### config.mk
export PLATFORM = sky130hd
export DESIGN_NAME = tpid_mac
export DESIGN_NICKNAME = d
export VERILOG_FILES = /design/src/sv/tpid_pkg.sv /design/src/sv/tpid_mac.sv
export SDC_FILE = /design/constraint.sdc
export NUM_CORES = 2
export LEC_CHECK = 0
export BUFFER_PORTS_ARGS = -buffer_cell sky130_fd_sc_hd__buf_4
export CAP_MARGIN = 40
export CORE_ASPECT_RATIO = 0.7
export CORE_MARGIN = 2
export CORE_UTILIZATION = 40
export DETAILED_ROUTE_END_ITERATION = 6
export HOLD_SLACK_MARGIN = 0.1
export PLACE_DENSITY_LB_ADDON = 0.05
export RECOVER_POWER = 25
export REMOVE_ABC_BUFFERS = 1
export SETUP_SLACK_MARGIN = 0.02
export SKIP_LAST_GASP = 1
export SLEW_MARGIN = 20
export SYNTH_ARGS = -nofsm -noshare
export SYNTH_HDL_FRONTEND = slang
export SYNTH_SLANG_ARGS = --single-unit
### constraint.sdc
create_clock -name clock -period 7.7 [get_ports clock]
set_input_delay 0.77 -clock clock [delete_from_list [all_inputs] [get_ports clock]]
set_output_delay 0.77 -clock clock [all_outputs]
set_load 0.02 [all_outputs]
### src/sv/tpid_pkg.sv
// shared types, constants and helpers for the trajectory pid position controller
`default_nettype none

package tpid_pkg;

   localparam int CMD_W      = 3;
   localparam int COUNT_W    = 16;
   localparam int IDX_W      = 11;
   localparam int ANGLE_W    = 32;
   localparam int GAIN_W     = 25;
   localparam int LIMIT_W    = 31;
   localparam int LEN_W      = 12;
   localparam int CSR_IDX_W  = 3;
   localparam int CSR_DATA_W = 31;

   localparam int MUL_A_W = 33;
   localparam int MUL_B_W = 25;
   localparam int PROD_W  = MUL_A_W + MUL_B_W;
   localparam int ACC_W   = 60;

   // pos = round(|count| * 2949120 / 167), split as whole part plus a small remainder
   localparam int POS_MULT  = 67;
   localparam int POS_BIAS  = 83;
   localparam int POS_RECIP = 6429592;
   localparam int POS_SHIFT = 30;
   localparam int POS_WHOLE = 17659;
   localparam int POS_X_W   = 22;
   localparam int POS_MAG_W = 30;

   localparam int RND_BIAS  = 128;
   localparam int RND_SHIFT = 8;

   localparam logic [GAIN_W-1:0]  KP_RESET   = GAIN_W'(25600);
   localparam logic [GAIN_W-1:0]  KI_RESET   = GAIN_W'(0);
   localparam logic [GAIN_W-1:0]  KD_RESET   = GAIN_W'(256000);
   localparam logic [LIMIT_W-1:0] ILIM_RESET = LIMIT_W'(65536000);
   localparam logic [LEN_W-1:0]   LEN_RESET  = LEN_W'(1);

   typedef enum logic [CMD_W-1:0] {
      CMD_TICK  = 3'd0,
      CMD_LOAD  = 3'd1,
      CMD_START = 3'd2,
      CMD_HOLD  = 3'd3,
      CMD_IDLE  = 3'd4
   } cmd_type;

   typedef enum logic [1:0] {
      MODE_IDLE  = 2'd0,
      MODE_TRACK = 2'd1,
      MODE_HOLD  = 2'd2
   } mode_type;

   typedef enum logic [CSR_IDX_W-1:0] {
      CSR_KP   = 3'd0,
      CSR_KI   = 3'd1,
      CSR_KD   = 3'd2,
      CSR_ILIM = 3'd3,
      CSR_LEN  = 3'd4
   } csr_type;

   typedef enum logic [3:0] {
      ST_IDLE,
      ST_POS1,
      ST_POS1W,
      ST_POS2,
      ST_POS2W,
      ST_POS3,
      ST_POS3W,
      ST_POS4,
      ST_ERR,
      ST_SUM,
      ST_CLAMP,
      ST_MUL_P,
      ST_MUL_I,
      ST_MUL_D,
      ST_MUL_W,
      ST_FIN
   } state_type;

   typedef struct packed {
      logic                       valid;
      logic                       load;
      logic signed [MUL_A_W-1:0]  a;
      logic signed [MUL_B_W-1:0]  b;
      logic signed [ACC_W-1:0]    addend;
   } mac_op_type;

   function automatic logic signed [ANGLE_W-1:0] sat_33(input logic signed [ANGLE_W:0] x);
      logic signed [ANGLE_W-1:0] r;
      if (x[ANGLE_W] != x[ANGLE_W-1]) begin
         r = x[ANGLE_W] ? {1'b1, {(ANGLE_W-1){1'b0}}} : {1'b0, {(ANGLE_W-1){1'b1}}};
      end else begin
         r = x[ANGLE_W-1:0];
      end
      return r;
   endfunction

endpackage

`default_nettype wire

### src/sv/tpid_mac.sv
// shared two stage multiply accumulate unit
`default_nettype none

module tpid_mac import tpid_pkg::*; (
   input  logic                    clock,
   input  logic                    reset,
   input  mac_op_type              op,
   output logic signed [ACC_W-1:0] acc
);

   logic signed [MUL_A_W-1:0] mul_a;
   logic signed [MUL_B_W-1:0] mul_b;
   logic signed [PROD_W-1:0]  prod_ff;
   logic                      valid_ff;
   logic                      load_ff;
   logic signed [ACC_W-1:0]   addend_ff;
   logic signed [ACC_W-1:0]   acc_ff;
   logic signed [ACC_W-1:0]   acc_in;

   assign mul_a = op.a;
   assign mul_b = op.b;

   always_ff @(posedge clock) begin
      if (reset) begin
         valid_ff <= 1'b0;
      end else begin
         valid_ff <= op.valid;
      end
   end

   always_comb begin
      acc_in = (load_ff ? addend_ff : acc_ff)
             + {{(ACC_W-PROD_W){prod_ff[PROD_W-1]}}, prod_ff};
   end

   always_ff @(posedge clock) begin
      prod_ff   <= mul_a * mul_b;
      load_ff   <= op.load;
      addend_ff <= op.addend;
      if (valid_ff) begin
         acc_ff <= acc_in;
      end
   end

   assign acc = acc_ff;

endmodule

`default_nettype wire

-- After elaboration in Yosys (flattened, before gate mapping)
Cells that the tools add are included.
- add/subtract/negate cells: 1
- multipliers: 1
- muxes and demuxes: 1
- operator list (kind ; count):
    $add A60 B60 Y60 ; 1
    $mux W60 ; 1
    $mul A33 B25 Y58 ; 1
- register bits: 180
- input bits: 122
- output and inout port bits: 60
- logic and storage cells: 8

-- Logic depth before layout (Yosys ltp)
- word-level depth: 2
- gate-level depth with buffers: 28
- mapped depth without buffers: 26

-- Least setup slack after synthesis
Ideal clock, no wire load.
- path kind: input-to-reg
- start point: in op[64] in the netlist's numbering
- end point: reg prod_ff[51]
- setup time: 0.058 ns
- data arrival time: 7.122 ns
- required time: 7.642 ns
- path slack: 0.520 ns
- cell stages on the path: 26
- buffers on the path: 2
- cells stage by stage: clkbuf_1 > nand2_1 > fa_1 > inv_1 > fa_1 > inv_1 > fa_1 > fa_1 > inv_1 > fa_1 > fa_1 > inv_1 > fa_1 > inv_1 > ha_1 > buf_6 > a21oi_4 > a21oi_1 > a211oi_2 > nand3_1 > a221oi_2 > o21bai_2 > a31o_4 > o41ai_1 > o21ba_2 > o22a_1
- cells in the longest elaborated chain, start to end: 1
- RTL lines (element ; RTL line ; RTL):
    from (decl) ; tpid_mac.sv:7 ; input mac_op_type op,
    $mul A33 B25 Y58 ; tpid_mac.sv:37 ; prod_ff <= mul_a * mul_b;
    to (signal assigned) ; tpid_mac.sv:37 ;
    to (decl) ; tpid_mac.sv:13 ; logic signed [PROD_W-1:0] prod_ff;
No other way between the ends.
A chain may end at the register's enable or synchronous reset.

-- Worst setup path in the final report
- start point: in op[62] in the netlist's numbering
- end point: reg prod_ff[57]
Same word-level chain as after synthesis.

==> summary.md <==
| Metric | Value |
|---|---|
| Slew Viols, Final | 50 |
| Placed Instances | 5310 |
| Max Freq | 135 MHz |
| Clock tree sinks | 180 |
| Iter 0 DRT Violations | 1501 |
| Failing checks | max-capacitance violations, max-slew violations |
| Distinct cell type count after synthesis | 80 |
| Crit path buf inv count | 7 |
| Sequential-to-total area share from yosys stat | 0.112 |
| Clock root cell | clkbuf_16 |
| I/O Buffers | 181 |
| Arrival @ worst endpoint | 7.72 ns |
| Routed len/inst | 20.3 um |
| Detailed placement HPWL | 94400 um |
| Crit end category | register |
| Critical path required time | 8.03 ns |
| Clock buffer depth | 2 |
| Crit start category | input port |
| Register area | 4210 um2 |
| Global-route wire length before repair | 173000 um |
| Cell mode on critical path | fa_1 |
| Cell Count, Final, Fillers Out | 5344 |
| Slowest CP cell | fa_1 |
| Fillcell total | 8978 |
| Gp weighted congestion | 0.876 |
| Routed WL | 109000 um |
| Clock transition at path regs | 0.07 ns |
| Final worst-path cycle share | 0.961 |
| Die Y | 260 um |
| Fraction of layout cells with a size suffix above 1 | 0.112 |
| Skew final | 0.0117 ns |
| Nets@finish | 5275 |
| Area growth, synth to finish | 10.7% |
| Status | finished, violations left |
| Clk_lat worst skew | 0.44 ns |
| Min-delay worst type | input port to register |
| Cts repair resizes | 0 |
| Pre-antenna DRT Iters | 5 |
| Fin. Hold Viols | 0 |
| Tmin final | 7.40 ns |
| Final ANT Viol Nets | 0 |
| Most frequent cells in the layout | inv_1, fa_1, nand2_1 |
| Final Setup Violations | 0 |
| Unrepaired setup endpoints after global routing | false |
| Top FF cell, synth | dfxtp_1 |
| Starting density of the core | 0.405 |
| CTS Hold Bufs | 0 |
| Multi-input gate area | 29200 um2 |
| Post-synthesis register bit count | 180 |
| Most common cell after layout, fill and taps aside | inv_1 |
| Ports | 182 |
| Delay-heaviest family, CP | adder cells |
| Slowest stage delay, CP | 0.59 ns |
| Rel. slew slack | -1.02 |
| CTS Buf Count | 17 |
| Htree depth | 4 |
| DIE WIDTH | 369 um |
| Netlist Area Pre-Place | 37400 um2 |
| Initial antenna violation count | 2 |
| Worst slew pin tran | 3.03 ns |
| Vias in the first global route | 28600 |
| Synthesized area per cell | 9.55 um2 |
| Post-CTS setup buffers | 0 |
| TritonCTS clock tree | yes |
| Post-route DRC | 0 |
| Cell Rows | 93 |
| Syn Inst Count | 3916 |
| Core Area | 92300 um2 |
| YS warnings | 0 |
| EDFF count, synth | 60 |
| Largest net degree at the start of global routing | 50 |
| GRT Total Usage | 0.237 |
| Via count | 26200 |
| Async SR Flop Fraction | 0 |
| Grt ovf | 0 |
| Type of the worst setup path | input port to register |
| Total of max-cap violations | 1 |
| Die ar. | 96000 um2 |
| DR vias/cell | 4.90 |
| CP Max Fanout | 15 |
cell type report:
type,count,area share
well taps,1235,0.0373
clock inverters,13,0.00351
clock buffers,19,0.0112
inverters,852,0.0773
flip-flops and latches,180,0.102
multi-input cells,2694,0.707
repair buffers,349,0.0624
diodes,2,0.000121
logic make-up (layout without fill, tap and decap cells):
kind of cell | after synthesis | after routing | synth area share
compound gates | 376 | 376 | 0.0689
xor+xnor | 118 | 118 | 0.0276
fa+ha+maj | 1059 | 1059 | 0.524
buf+inv | 1042 | 1233 | 0.105
flops | 180 | 180 | 0.112
mux | 63 | 63 | 0.0188
other cells | 0 | 2 | 0
simple gates | 1078 | 1078 | 0.143
synthesized netlist by cell type, types with 3 or more instances:
cell type / count / share of area
o21ai_1: 3 / 0.00040
dfxtp_1: 120 / 0.064
o21bai_1: 16 / 0.0032
a221oi_1: 3 / 0.00070
clkbuf_1: 177 / 0.018
a221o_1: 3 / 0.00080
buf_2: 3 / 0.00040
a211oi_1: 9 / 0.0018
o21ai_0: 47 / 0.0063
nor2_1: 83 / 0.0083
o211ai_1: 5 / 0.0010
inv_1: 851 / 0.085
nor3_1: 16 / 0.0021
a21boi_0: 3 / 0.00060
a21oi_2: 3 / 0.00070
nand3_1: 34 / 0.0046
a41o_1: 3 / 0.00080
buf_1: 6 / 0.00060
mux2i_1: 5 / 0.0013
a21oi_1: 111 / 0.015
o2111ai_1: 3 / 0.00070
a311oi_1: 4 / 0.00094
nand2_1: 455 / 0.046
nand2b_1: 12 / 0.0020
a211o_1: 4 / 0.00094
fa_1: 843 / 0.45
nand4_1: 24 / 0.0040
nor2b_1: 14 / 0.0023
and2_1: 413 / 0.069
xnor2_1: 73 / 0.017
o21a_1: 13 / 0.0026
and3_1: 13 / 0.0022
mux2_2: 58 / 0.017
a21o_1: 83 / 0.017
xor2_1: 45 / 0.011
edfxtp_1: 60 / 0.048
a31o_2: 3 / 0.00070
a31oi_1: 19 / 0.0032
ha_1: 216 / 0.072
o31ai_1: 5 / 0.0010
state kept, by name, summed over array words and instances (netlist names):
signal     count
acc           60
addend_ff     60
load_ff        1
prod_ff       58
valid_ff       1
per-layer routing:
layer / routed length [um] / global-route usage
met4: 648 / 0.0219
met5: 26 / 0
met3: 6210 / 0.0331
met1: 57000 / 0.381
met2: 44700 / 0.345
stage by stage:
stage | setup slack [ns] | area (um2) | utilization | hold WS [ns] | TNS [ns]
after floorplan | 0.666 | 36600 | - | 0.508 | 0
after global placement | -0.0426 | 40800 | 0.442 | 0.537 | -0.130
after detailed placement | -0.121 | 40800 | 0.443 | 0.542 | -0.648
after CTS | 0.318 | 41400 | 0.449 | 0.404 | 0
after global routing | 0.0645 | 41400 | 0.449 | 0.424 | 0
final | 0.303 | 41400 | 0.449 | 0.450 | 0
final timing paths:
check | slack [ns] | cells after the start | startpoint | endpoint
worst min register to register | 0.55 | 1 | prod_ff[0]$_DFF_P_ | acc[0]$_DFFE_PP_
worst min-delay path | 0.45 | 1 | op[55] | addend_ff[55]$_DFF_P_
worst max-delay path | 0.30 | 26 | op[62] | prod_ff[57]$_DFF_P_
worst max register to register | 3.08 | 14 | load_ff$_DFF_P_ | acc[56]$_DFFE_PP_
Power is not shown: default switching activity piles up to over one toggle a cycle in this logic, so the estimate is an artifact.
